==> config.mk <==
export PLATFORM = sky130hd
export DESIGN_NAME = jpeg_completeness_checker_unit
export DESIGN_NICKNAME = d
export VERILOG_FILES = /design/src/jcc_pkg.sv /design/src/jcc_walker.sv /design/src/jcc_result_q.sv /design/src/jpeg_completeness_checker_unit.sv
export SDC_FILE = /design/constraint.sdc
export NUM_CORES = 1
export LEC_CHECK = 0
export BUFFER_PORTS_ARGS = -buffer_cell sky130_fd_sc_hd__buf_4
export CORE_ASPECT_RATIO = 1.75
export CORE_MARGIN = 10
export CORE_UTILIZATION = 30
export CTS_BUF_LIST = sky130_fd_sc_hd__clkbuf_4 sky130_fd_sc_hd__clkbuf_8 sky130_fd_sc_hd__clkbuf_16
export CTS_CLUSTER_DIAMETER = 50
export DETAILED_ROUTE_END_ITERATION = 8
export GPL_TIMING_DRIVEN = 0
export PLACE_DENSITY = 0.46
export SYNTH_ARGS = -nofsm -noshare
export SYNTH_HDL_FRONTEND = slang
export SYNTH_SLANG_ARGS = --single-unit
==> constraint.sdc <==
create_clock -name clk -period 3.8 [get_ports clk]
set_clock_uncertainty 0.15 [all_clocks]
set_input_delay 0 -clock clk [delete_from_list [all_inputs] [get_ports clk]]
set_output_delay 0 -clock clk [all_outputs]
set_load 0.01 [all_outputs]
==> src/jcc_pkg.sv <==
`timescale 1ns / 1ps
// ----------------------------------------------------------------------------
// jcc_pkg
// Shared types and codes for the JPEG completeness checker: actions,
// status codes, marker bytes and the walker state record.
// ----------------------------------------------------------------------------
package jcc_pkg;

  // Action codes carried with each input item.
  localparam logic [1:0] ACT_RESTART = 2'd0;
  localparam logic [1:0] ACT_BYTE    = 2'd1;
  localparam logic [1:0] ACT_END     = 2'd2;

  // Status codes reported with each result.
  localparam logic [2:0] ST_CHECKING   = 3'd0;
  localparam logic [2:0] ST_INTACT     = 3'd1;
  localparam logic [2:0] ST_TRUNCATED  = 3'd2;
  localparam logic [2:0] ST_NO_PREFIX  = 3'd3;
  localparam logic [2:0] ST_BAD_LENGTH = 3'd4;

  // Marker bytes.
  localparam logic [7:0] MK_PREFIX = 8'hFF;
  localparam logic [7:0] MK_SOS    = 8'hDA;
  localparam logic [7:0] MK_EOI    = 8'hD9;
  localparam logic [7:0] MK_TEM    = 8'h01;
  localparam logic [7:0] MK_RST_LO = 8'hD0;
  localparam logic [7:0] MK_RST_HI = 8'hD8;

  // Position in the marker walk.
  typedef enum logic [2:0] {
    PH_SOI_A,
    PH_SOI_B,
    PH_PREFIX,
    PH_CODE,
    PH_LEN_HI,
    PH_LEN_LO,
    PH_SKIP,
    PH_SCAN
  } phase_t;

  // Complete walker state.
  typedef struct packed {
    phase_t      phase;
    logic [7:0]  length_high;
    logic [15:0] skip_remaining;
    logic        prev_was_ff;
    logic [2:0]  verdict;
  } walk_state_t;

  localparam walk_state_t WALK_RESET = '{
    phase:          PH_SOI_A,
    length_high:    8'd0,
    skip_remaining: 16'd0,
    prev_was_ff:    1'b0,
    verdict:        ST_CHECKING
  };

endpackage

==> src/jcc_walker.sv <==
`timescale 1ns / 1ps
// ----------------------------------------------------------------------------
// jcc_walker
// Holds the marker walk state and advances it by one transfer per cycle while step_en is high.
// The status after the step is presented combinationally for the queue.
// ----------------------------------------------------------------------------
module jcc_walker (
  input  logic       clk,
  input  logic       rst,
  input  logic       step_en,
  input  logic [1:0] action,
  input  logic [7:0] data_byte,
  output logic [2:0] status_next
);
  import jcc_pkg::*;

  walk_state_t state;
  walk_state_t state_next;
  walk_state_t byte_next;
  logic [15:0] seg_len;
  logic [15:0] skip_dec;

  assign seg_len  = {state.length_high, data_byte};
  assign skip_dec = (state.skip_remaining != 16'd0) ?
                    (state.skip_remaining - 16'd1) : state.skip_remaining;

  // Effect of one data byte on the walk.
  always_comb begin
    byte_next = state;
    case (state.phase)
      PH_SOI_A: byte_next.phase = PH_SOI_B;
      PH_SOI_B: byte_next.phase = PH_PREFIX;
      PH_PREFIX: begin
        if (data_byte != MK_PREFIX) begin
          byte_next.verdict = ST_NO_PREFIX;
        end else begin
          byte_next.phase = PH_CODE;
        end
      end
      PH_CODE: begin
        if (data_byte == MK_PREFIX) begin
          byte_next.phase = PH_CODE;
        end else if (data_byte == MK_SOS) begin
          byte_next.prev_was_ff = 1'b0;
          byte_next.phase       = PH_SCAN;
        end else if (data_byte == MK_EOI) begin
          byte_next.verdict = ST_TRUNCATED;
        end else if (data_byte == MK_TEM ||
                     (data_byte >= MK_RST_LO && data_byte <= MK_RST_HI)) begin
          byte_next.phase = PH_PREFIX;
        end else begin
          byte_next.phase = PH_LEN_HI;
        end
      end
      PH_LEN_HI: begin
        byte_next.length_high = data_byte;
        byte_next.phase       = PH_LEN_LO;
      end
      PH_LEN_LO: begin
        if (seg_len < 16'd2) begin
          byte_next.verdict = ST_BAD_LENGTH;
        end else if (seg_len == 16'd2) begin
          byte_next.phase = PH_PREFIX;
        end else begin
          byte_next.skip_remaining = seg_len - 16'd2;
          byte_next.phase          = PH_SKIP;
        end
      end
      PH_SKIP: begin
        byte_next.skip_remaining = skip_dec;
        if (skip_dec == 16'd0) begin
          byte_next.phase = PH_PREFIX;
        end
      end
      PH_SCAN: begin
        if (state.prev_was_ff && data_byte == MK_EOI) begin
          byte_next.verdict = ST_INTACT;
        end
        byte_next.prev_was_ff = (data_byte == MK_PREFIX);
      end
      default: byte_next.phase = PH_SOI_A;
    endcase
  end

  // Action decode; once a verdict is given only a restart changes the state.
  always_comb begin
    state_next = state;
    case (action)
      ACT_RESTART: state_next = WALK_RESET;
      ACT_BYTE: begin
        if (state.verdict == ST_CHECKING) begin
          state_next = byte_next;
        end
      end
      ACT_END: begin
        if (state.verdict == ST_CHECKING) begin
          state_next.verdict = ST_TRUNCATED;
        end
      end
      default: state_next = state;
    endcase
  end

  assign status_next = state_next.verdict;

  // State register, advanced on each accepted transfer.
  always_ff @(posedge clk) begin
    if (rst) begin
      state <= WALK_RESET;
    end else if (step_en) begin
      state <= state_next;
    end
  end

endmodule

==> src/jcc_result_q.sv <==
`timescale 1ns / 1ps
// ----------------------------------------------------------------------------
// jcc_result_q
// Two-entry result queue that decouples the input side from a stalled
// output, so a new transfer can be taken while a result waits.
// ----------------------------------------------------------------------------
module jcc_result_q (
  input  logic       clk,
  input  logic       rst,
  input  logic       push,
  input  logic [2:0] push_status,
  output logic       full,
  output logic       out_valid,
  input  logic       out_stall,
  output logic [2:0] status
);
  import jcc_pkg::*;

  logic [2:0] entry [2];
  logic       wr_ptr;
  logic       rd_ptr;
  logic [1:0] count;
  logic       pop;

  assign full      = (count == 2'd2);
  assign out_valid = (count != 2'd0);
  assign status    = entry[rd_ptr];
  assign pop       = out_valid && !out_stall;

  // Pointer and occupancy control.
  always_ff @(posedge clk) begin
    if (rst) begin
      wr_ptr <= 1'b0;
      rd_ptr <= 1'b0;
      count  <= 2'd0;
    end else begin
      if (push) begin
        wr_ptr <= ~wr_ptr;
      end
      if (pop) begin
        rd_ptr <= ~rd_ptr;
      end
      if (push && !pop) begin
        count <= count + 2'd1;
      end else if (pop && !push) begin
        count <= count - 2'd1;
      end
    end
  end

  // Result storage needs no reset.
  always_ff @(posedge clk) begin
    if (push) begin
      entry[wr_ptr] <= push_status;
    end
  end

endmodule

==> src/jpeg_completeness_checker_unit.sv <==
`timescale 1ns / 1ps
// ----------------------------------------------------------------------------
// jpeg_completeness_checker_unit
// Byte-serial JPEG completeness checker with valid/stall channels.
// ----------------------------------------------------------------------------
// Takes one input transfer every cycle unless the input stalls, and returns
// exactly one status per transfer. The walk state updates at acceptance, when
// the status is also written into a two-entry result queue to wait there, and
// the input stalls only while that queue holds two results the output has not
// taken. Action 0 restarts for a new file, 1 carries a file byte, 2 marks the
// end of stream; status is the verdict after the transfer (0 still checking,
// 1 intact, 2 truncated, 3 marker prefix missing, 4 segment length invalid).
module jpeg_completeness_checker_unit (
  input  logic       clk,
  input  logic       rst,
  input  logic       in_valid,
  output logic       in_stall,
  input  logic [1:0] action,
  input  logic [7:0] data_byte,
  output logic       out_valid,
  input  logic       out_stall,
  output logic [2:0] status
);
  import jcc_pkg::*;

  logic       accept;
  logic       q_full;
  logic [2:0] status_next;

  assign in_stall = q_full;
  assign accept   = in_valid && !in_stall;

  // Marker walk.
  jcc_walker u_walker (
    .clk         (clk),
    .rst         (rst),
    .step_en     (accept),
    .action      (action),
    .data_byte   (data_byte),
    .status_next (status_next)
  );

  // Result queue.
  jcc_result_q u_result_q (
    .clk         (clk),
    .rst         (rst),
    .push        (accept),
    .push_status (status_next),
    .full        (q_full),
    .out_valid   (out_valid),
    .out_stall   (out_stall),
    .status      (status)
  );

endmodule

; Word-level counts from Yosys, hierarchy flattened
; Memories as Yosys holds them, arrays and structs flattened. A register that Yosys moved wholly into a read port is not among the register bits.
; Cells that the tools add are included.
[word_totals]
regBits = 35
latch_bits = 0
ramBits = 6
romBits = 0
input_bits = 14
wordCells = 102
memories = 1
[memory_table]
columns = memory, words, word_bits, read_ports, rd_clocked_by_memory_dff, wr, line_no
row1 = u_result_q.entry, 2, 3, 1, 1, 1, jcc_result_q.sv:19  ; logic [2:0] entry [2];
[op_classes]
add_sub_neg = 4
n_mul = 0
div_mod_pow = 0
magnitude_cmp = 3
eq_ne = 28
shift = 0
n_mux = 33
n_bitwise = 2
n_reduce_logical = 23
[op_table]
columns = cell, count
row1 = 28-bit one-hot mux with 2 select lines, 1
row2 = 16-bit two-way mux, 3
row3 = 3-bit two-way mux, 14
row4 = 16-bit one-hot mux with 2 select lines, 1
row5 = 31-bit two-way mux, 1
row6 = "8-bit equality test, second input constant", 3
row7 = 3-bit one-hot mux with 7 select lines, 1
row8 = "3-bit != test, second input constant", 6
row9 = "16-bit by 2-bit equality test with 1-bit output, second input constant", 1
row10 = 16-bit logical NOT, 1
row11 = "16-bit by 2-bit less-than comparator with 1-bit output, second input constant", 1
row12 = "8-bit != test, second input constant", 2
row13 = 16-bit nonzero test, 1
row14 = "16-bit by 1-bit subtractor with 16-bit output, second input constant", 1
row15 = "16-bit by 2-bit subtractor with 16-bit output, second input constant", 1
row16 = "3-bit equality test, second input constant", 4
row17 = 3-bit one-hot mux with 4 select lines, 1
row18 = 6-bit AND reduction, 2
row19 = 3-bit one-hot mux with 3 select lines, 1
row20 = "8-bit by 1-bit equality test with 1-bit output, second input constant", 1
row21 = "8-bit greater-or-equal comparator, second input constant", 1
row22 = "8-bit less-or-equal comparator, second input constant", 1
row23 = 8-bit two-way mux, 1
row24 = 8-bit AND reduction, 1
row25 = other kinds (22), 42

; Depth between registers and ports, before layout
; Gate-level depths: netlist of run 1.
[logic_depth]
ltp_word = 10
ltp_mapped = 12
depth_no_buf = 8

; Modules after synthesis
; From an unflattened synthesis of run 1, not the netlist that was laid out.
[unflattened]
hier_cells = 397
hier_area_um2 = 3067.9
[by_module_without_submodules]
columns = mod, instances, cells_each, area_each_um2
row1 = jcc_walker, 1, 365, 2626.3
row2 = jcc_result_q, 1, 31, 427.9
row3 = jpeg_completeness_checker_unit, 1, 1, 13.8

; Worst setup path after synthesis of run 1
; Ideal clock, no wire load.
[synth_timing]
path_type = register to register
startpoint = reg u_walker.state[4] (netlist name)
endpoint = reg u_walker.state[30] (netlist name)
setup_time_ns = 0.133
arrival_time_ns = 2.640
required_time_ns = 3.517
setup_slack_ns = 0.878
stages_incl_launch_ff = 13
synth_period_minus_slack_ns = 2.922
cell_sequence = dfxtp_1 clkbuf_1 inv_1 ha_1 buf_2 or4b_1 buf_2 or4_4 buf_6 nor3_4 o211ai_2 nor4b_2 o22ai_1
[synth_between]
elab_chain_len = 5
elab_cells_between_ends = 6
cone_classes = add/sub (1) / eq/ne (1) / mux (1) / reduce/logical (3)
[synth_rtl]
columns = element, line_no
row1 = start: declaration, jcc_walker.sv:17  ; walk_state_t state;
row2 = start signal: assignment, jcc_walker.sv:111  ; state <= state_next;
row3 = 16-bit by 1-bit subtractor with 16-bit output / 16-bit nonzero test (equally long branches), "jcc_walker.sv:25, jcc_walker.sv:24"
row4 = 16-bit two-way mux *, jcc_walker.sv:24  ; assign skip_dec = (state.skip_remaining != 16'd0) ?
row5 = 16-bit logical NOT *, jcc_walker.sv:71  ; if (skip_dec == 16'd0) begin
row6 = 3-bit by 2-bit != test with 1-bit output (no line) *, n/a
row7 = 8-bit AND reduction (no line) *, n/a
; Mark *: on every way between the ends. The rest lies on a longest branch, timed or not.
; A chain may end at the register's enable or synchronous reset.

; Worst setup path in the final report of run 1
; Same ends and word-level chain as after synthesis.

==> results of run 1 <==
## registers in the layout, indices dropped and copies added, names as in the netlist, named ones only
register           cells
u_result_q.count       2
u_result_q.entry       6
u_result_q.rd_ptr      1
u_result_q.wr_ptr      1
u_walker.seg_len       8
u_walker.state        23
## metrics by stage
stage                     hold slack [ns]  setup WS [ns]  std cells  utilization, %
after floorplan                   0.00188          0.878        394               -
after global placement              0.181          0.456        532            33.4
after detailed placement            0.183          0.403        532            33.4
after CTS                          0.0129          0.389        546            35.8
after global routing               0.0435          0.199        546            35.8
final                              0.0149          0.399        546            35.8
## Yosys cell counts (all sizes together), types with 5 or more instances
library cell | n | area [µm²]
or4 | 7 | 60.1
xnor2 | 9 | 78.8
and3 | 5 | 36.3
nor4 | 12 | 87.6
nor3 | 13 | 76.3
dfxtp | 36 | 721
a21oi | 29 | 149
nand2 | 42 | 158
ha | 5 | 62.6
o31ai | 5 | 37.5
edfxtp | 6 | 180
a31oi | 7 | 43.8
clkbuf | 22 | 82.6
or3 | 11 | 68.8
nand2b | 7 | 43.8
nor2 | 31 | 119
inv | 13 | 48.8
xor2 | 9 | 78.8
nand3 | 20 | 100
mux2i | 7 | 70.1
o21ai | 12 | 60.1
a211oi | 5 | 37.5
buf | 11 | 77.6
## area by class of cell
| class | count | area [µm²] |
|---|---|---|
| Buffer | 33 | 160 |
| Clock buffer | 5 | 125 |
| Clock inverter | 3 | 48.8 |
| Fill cell | 1119 | 6400 |
| Inverter | 13 | 48.8 |
| Multi-Input combinational cell | 306 | 1980 |
| Sequential cell | 42 | 901 |
| Tap cell | 125 | 156 |
| Timing Repair Buffer | 19 | 158 |
## how the worst min path moves through the flow
stage                 startpoint                           endpoint  slack (ns)  cells after the start
floorplan           data_byte[2]  u_walker.seg_len[10]$_SDFFE_PP0P_       0.002                      2
global placement    data_byte[2]  u_walker.seg_len[10]$_SDFFE_PP0P_        0.18                      3
finish                  in_valid   u_result_q.entry[1][1]$_DFFE_PP_        0.01                      2
CTS                     in_valid   u_result_q.entry[1][0]$_DFFE_PP_        0.01                      2
detailed placement  data_byte[2]  u_walker.seg_len[10]$_SDFFE_PP0P_        0.18                      3
global route            in_valid   u_result_q.entry[1][1]$_DFFE_PP_        0.04                      2
## per-layer routing
layer	GRT usage (%)	share of wire, %	vias to the layer above
met4	8.75	4.9	0
met2	26.7	56	59
met5	0	0	-
met3	1.97	2.0	23
met1	12.9	37	1458
li1	-	-	1511
## timing repair
action                                 in CTS  in global routing
endpoints found under the hold margin       8                  0
setup endpoints to repair                   0                  0
hold buffers                                6                  0
## logic make-up (layout without fill, tap and decap cells)
group | after synthesis | after routing
adders and majority gates | 5 | 5
DFF | 42 | 42
muxes | 10 | 10
AOI/OAI and AO/OA | 97 | 97
and+or+nand+nor | 176 | 176
xor gates and xnor gates | 18 | 18
buffers and inverters | 46 | 73
## report_power, final
| part | internal [µW] | leakage, µW | switching (µW) |
|---|---|---|---|
| clock | 315 | 0.0000819 | 201 |
| sequential | 488 | 0.000349 | 26.2 |
| combinational | 159 | 0.000918 | 208 |
| total | 962 | 0.00135 | 436 |
==> impl_results.md, run 1 <==
* Status: complete, no violations
* Crit path max-delay family: simple AND/OR/NAND/NOR gates
* Simple-gate share of the synthesized area at 31.7%
* Setup bufs post-CTS at 0
* Worst skew pair latency at 0.29 ns
* Reg2Reg Setup Slack at 0.40 ns
* Async S/R FF share, synth at 0%
* Pleak at 0.00135 µW
* Worst Path Buf+Inv at 4
* Antenna cell count at 0
* Post-Synth XOR/XNOR Area at 5.12%
* Die extent in x at 96.6 µm
* Final hold viol count at 0
* Worst slew margin at 42.8%
* Layout Area Growth over Synthesis at 16.0%
* Die area at 14,900 µm²
* Setup violators final at 0
* Synth unique cells at 69
* Clk sink count at 42
* RSZ-0062 raised after global routing: no
* Synth warn at 0
* Slowest CP cell: or4_4
* Clock Tree Root: clkbuf_16
* Post-Syn Nets at 413
* IO buf count at 13
* # DRC at 0
* Placed Area at 3330 µm²
* Largest net degree at the start of global routing at 16
* Post-route setup TNS at 0 ns
* Ports at 19
* Resized cells post-CTS at 0
* MaxCap Viol Count at 0
* First-pass GRT wire length at 16,800 µm
* Vias at 3,051
* Most common cell after layout, fill and taps aside: nand2_1
* ANT nets after route at 0
* Reg2reg end: u_walker.state[30]$_SDFFE_PP0P_
* Max frequency at 294 MHz
* R2R depth at 11
* Final nets at 439
* Total GRT Usage at 13.8%
* Primary FF master, synth: dfxtp_1
* Row count at 48
* Post-detail-place hpwl at 8120 µm
* Worst reg2reg startpoint: u_walker.state[4]$_SDFFE_PP0P_
* Critical path arrival at 3.41 ns
* CTS Buf Count at 5
* Total Wirelength at 10,300 µm
* EDFF count, synth at 6
* Initial Utilization at 30.9%
* Most frequent cells in the layout: nand2_1, dfxtp_1, nor2_1
* Routed length per instance at 18.9 µm
* Post-synthesis compound-gate area fraction at 21.7%
* Worst Path Required at 3.81 ns
* GRT overflow at 0
* Gate Count Post-Synth at 394
* Number of global-route vias before repair at 3,151
* CP max stage delay at 0.54 ns
* Mux contribution to synthesized area at 3.37%
* Worst-margin pin slew at 0.854 ns
* Fin crit share at 89.5%
* CP Depth at 11
* H-tree Lvls at 2
* CP Cell Sequence: clkbuf_1 > inv_1 > ha_1 > buf_2 > or4b_1 > buf_2 > or4_4 > nand3_1 > nor4bb_1 > nor4b_2 > o22ai_1
* Post-Syn Area at 3080 µm²
* Tmin final at 3.40 ns
* Crit-path max FO at 10
* VDD IR max at 328 µV
* DRT iter0 DRCs at 142
* Most used cell, CP: buf_2
* Chip height at 154 µm
* Power per cell area at 391 nW/µm²
* Post-route design area at 3570 µm²
* Share of cells above drive strength 1 at 12.8%
* Kind of critical path: reg -> reg
* Syn_area_per_cell at 7.82 µm²
* Max-slew violations at 0
* #FFs+latches synth at 42
* Critical Path Sink Type: flop
* Clk buf depth at 2
* Core ar. at 9970 µm²
* Worst Hold Class: in -> reg
* DR vias/cell at 5.59
* Drt pass-1 iters at 4
* CTS tree: built
* Seq/Total Area, Yosys at 29.2%
* Setup crit start kind: flop
* Synth Area in Adders at 2.03%
* CTS clk-pin slew, worst paths at 0.07 ns
* Initial antenna violation count at 0
* Crit path from: u_walker.state[4]$_SDFFE_PP0P_
* GPL Wtd Cong at 0.867
* Main combinational cell family by area after synthesis: simple AND/OR/NAND/NOR gates
* Overall Power at 1400 µW
* Critical Path End: u_walker.state[30]$_SDFFE_PP0P_
Note: power is estimated with default switching activity, not from simulation.
==> run 2: changes to the inputs <==
--- a/config.mk
+++ b/config.mk
@@ -16,4 +16,5 @@
 export PLACE_DENSITY = 0.46
 export SYNTH_ARGS = -nofsm -noshare
 export SYNTH_HDL_FRONTEND = slang
+export SYNTH_HIERARCHICAL = 1
 export SYNTH_SLANG_ARGS = --single-unit
==> impl_results.md, run 2 <==
* Status: complete, no violations
* # DRC at 0 (unchanged)
* Ranking of synthesized cells by area: dfxtp_1, edfxtp_1, a21oi_1
* DR vias/cell at 5.71 (+2.3%)
* Number of global-route vias before repair at 3,149 (-0.063%)
* Internal Power at 929 µW (-3.4%)
* Layout Area Growth over Synthesis at 17.2%
* Synth warn at 6 (+6)
* Switching fraction of total power at 34.7% (+3.6 points)
* Clk sink count at 42 (unchanged)
* Synth area leader: dfxtp_1
* First-pass GRT wire length at 16,900 µm (+0.17%)
* Power per cell area at 396 nW/µm² (+1.2%)
* Max frequency at 308 MHz (+4.8%)
* Critical Path Sink Type: flop
* Pleak at 0.00130 µW (-3.4%)
* Max reg flops at 23 (unchanged)
* Post-synth top cells: nor2_1, nand2_1, dfxtp_1
* Routed length per instance at 18.7 µm (-0.99%)
* Fin Hold WS at 0.0385 ns (+0.0236 ns)
* Most common cell after layout, fill and taps aside: nor2_1
* Place WS at 0.635 ns (+0.231 ns)
* CTS tree: built
* CTS clk-pin slew, worst paths at 0.06 ns (about the same)
* Clk buf depth at 2 (unchanged)
* Post-detail-place hpwl at 8020 µm (-1.3%)
* DRT iter0 DRCs at 199 (+40%)
* Post-Syn Nets at 416 (+0.73%)
* Number of fill cells in the layout at 1,087 (-2.9%)
* Critical path arrival at 3.28 ns (-0.13 ns)
* Hold buffers post-CTS at 11 (+5)
* Fin crit share at 85.4% (-4.1 points)
* Setup slack after layout at 0.554 ns (+0.155 ns)
* Primary FF master, synth: dfxtp_1
* Die area at 14,800 µm² (-0.34%)
* Kind of critical path: reg -> reg
* Largest net degree at the start of global routing at 16 (unchanged)
* Gate Count Post-Synth at 397 (+0.76%)
* Chip height at 154 µm (-0.18%)
* Setup bufs post-CTS at 0 (unchanged)
* Total Wirelength at 10,400 µm (+0.82%)
* H-tree Lvls at 2 (unchanged)
* Worst slew margin at 27.7% (-15 points)
* Post-Syn Area at 3070 µm² (-0.41%)
* Die extent in x at 96.4 µm (-0.16%)
* Most frequent cells in the layout: nor2_1, nand2_1, dfxtp_1
* Vias at 3,177 (+4.1%)
* Synth unique cells at 66 (-4.3%)
* Power share of the clock group at 31.3% (-5.6 points)
* IO buf count at 15 (+2)
* GPL Wtd Cong at 0.872 (+0.62%)
* Resized cells post-CTS at 0 (unchanged)
* ANT nets after route at 0 (unchanged)
* Tmin final at 3.25 ns (-0.155 ns)
* Clock Tree Root: clkbuf_16
* Combinational Power Share at 32.0% (+5.7 points)
* Async S/R FF share, synth at 0% (unchanged)
* Seq/Total Area, Yosys at 29.4% (+0.12 points)
* Row count at 48 (unchanged)
* Post-route setup TNS at 0 ns (unchanged)
* Core ar. at 9910 µm² (-0.60%)
* Max-slew violations at 0 (unchanged)
* RSZ-0062 raised after global routing: no
* Worst Hold Class: in -> reg
* Drt pass-1 iters at 5 (+1)
* Top cell type's share of synthesized area at 23.5% (+0.095 points)
* Sequential Power Share at 36.7% (about the same)
* Worst Path Required at 3.84 ns (+0.03 ns)
* MaxCap Viol Count at 0 (unchanged)
* Total GRT Usage at 14.4% (+0.62 points)
* Initial antenna violation count at 0 (unchanged)
* GRT overflow at 0 (unchanged)
* Worst-margin pin slew at 1.08 ns (+0.221 ns)
* Final nets at 449 (+2.3%)
* Antenna cell count at 0 (unchanged)
* Most numerous cell in the Yosys netlist: nor2_1
* Reg2Reg Setup Slack at 0.55 ns (+0.15 ns)
* Crit-path max FO at 7 (-3)
* Worst skew pair latency at 0.30 ns (about the same)
* VDD IR max at 170 µV (-48%)
* Switch Pwr at 494 µW (+13%)
* Most flops, register: u_walker/state
* EDFF count, synth at 6 (unchanged)
* Initial Utilization at 31.0% (+0.061 points)
* Ports at 19 (unchanged)
* Setup violators final at 0 (unchanged)
* Syn_area_per_cell at 7.73 µm² (-1.2%)
* Final hold viol count at 0 (unchanged)
* Setup crit start kind: flop
* #FFs+latches synth at 42 (unchanged)
* Overall Power at 1420 µW (+1.8%)
* Cell Count Post-Placement at 537 (+0.94%)
* Share of cells above drive strength 1 at 11.6% (-1.2 points)
* Area of the multi-input gates at 1970 µm² (-0.51%)
* Register area at 901 µm² (unchanged)
* Post-Layout Cell Count at 556 (+1.8%)
* CTS Buf Count at 5 (unchanged)
==> run 2: cell types whose count changed after synthesis, moves of 4 or more <==
cell | previous run | this run
a21oi_1 | 28 | 33
and4_1 | 4 | 0
buf_4 | 0 | 5
mux2i_1 | 7 | 2
nand2_1 | 42 | 38
nand2b_1 | 7 | 1
nand3_1 | 20 | 24
nor2_1 | 30 | 41
nor3_1 | 12 | 17
nor4_1 | 10 | 6
==> run 2: final timing paths <==
path / start / endpoint / cells after the start
max reg2reg: u_walker/state[14]$_SDFFE_PP0P_ / u_walker/state[28]$_SDFFE_PP0P_ / 7
min reg2reg: u_walker/seg_len[11]$_SDFFE_PP0P_ / u_walker/seg_len[11]$_SDFFE_PP0P_ / 2
max: u_walker/state[14]$_SDFFE_PP0P_ / u_walker/state[28]$_SDFFE_PP0P_ / 7
min: data_byte[3] / u_walker/seg_len[11]$_SDFFE_PP0P_ / 3
==> run 2: layout make-up <==
class	count	area share, %
inverters	13	1.36
clock inverters	3	0.661
flip-flops and latches	42	25.1
multi-input cells	313	54.7
repair buffers	26	6.19
plain buffers	29	4.24
well taps	125	4.35
clock buffers	5	3.48
==> run 2: metrics by stage <==
step,cell area [µm²],utilization (%)
2_1_floorplan,3070,-
3_3_place_gp,3340,33.7
3_5_place_dp,3340,33.7
4_1_cts,3600,36.3
5_1_grt,3600,36.3
6_report,3600,36.3
==> run 2: logic make-up after synthesis <==
logic type / after synthesis / synth area share, %
and+or+nand+nor: 173 / 29.4
AOI/OAI and AO/OA: 112 / 25.8
buffers and inverters: 42 / 6.57
DFF: 42 / 29.4
xor gates and xnor gates: 18 / 5.14
muxes: 5 / 1.75
adders and majority gates: 5 / 2.04
==> run 2: power by group through the flow <==
stage          sequential [µW]  clock [µW]  combinational (µW)
6_report                   522         446                 455
5_1_grt                    528         482                 510
4_1_cts                    522         464                 457
3_5_place_dp               532           0                 442
3_3_place_gp               530           0                 441
2_1_floorplan              524           0                 307
==> run 2: worst max-delay path: stages, from the launching register on <==
cell	delay (ns)
dfxtp_1	0.37
nor4_1	0.86
nand4_1	0.45
o22ai_1	0.23
o21ai_0	0.26
a2111oi_4	0.57
o21ai_0	0.15
o41ai_1	0.09
==> run 2: metal layers <==
metal / share of wire, % / vias to the layer above / global-route usage, %
met3: 4.3 / 25 / 2.10
met5: 0 / - / 0
li1: - / 1559 / -
met4: 4.2 / 0 / 7.72
met2: 53 / 105 / 25.4
met1: 39 / 1488 / 15.5
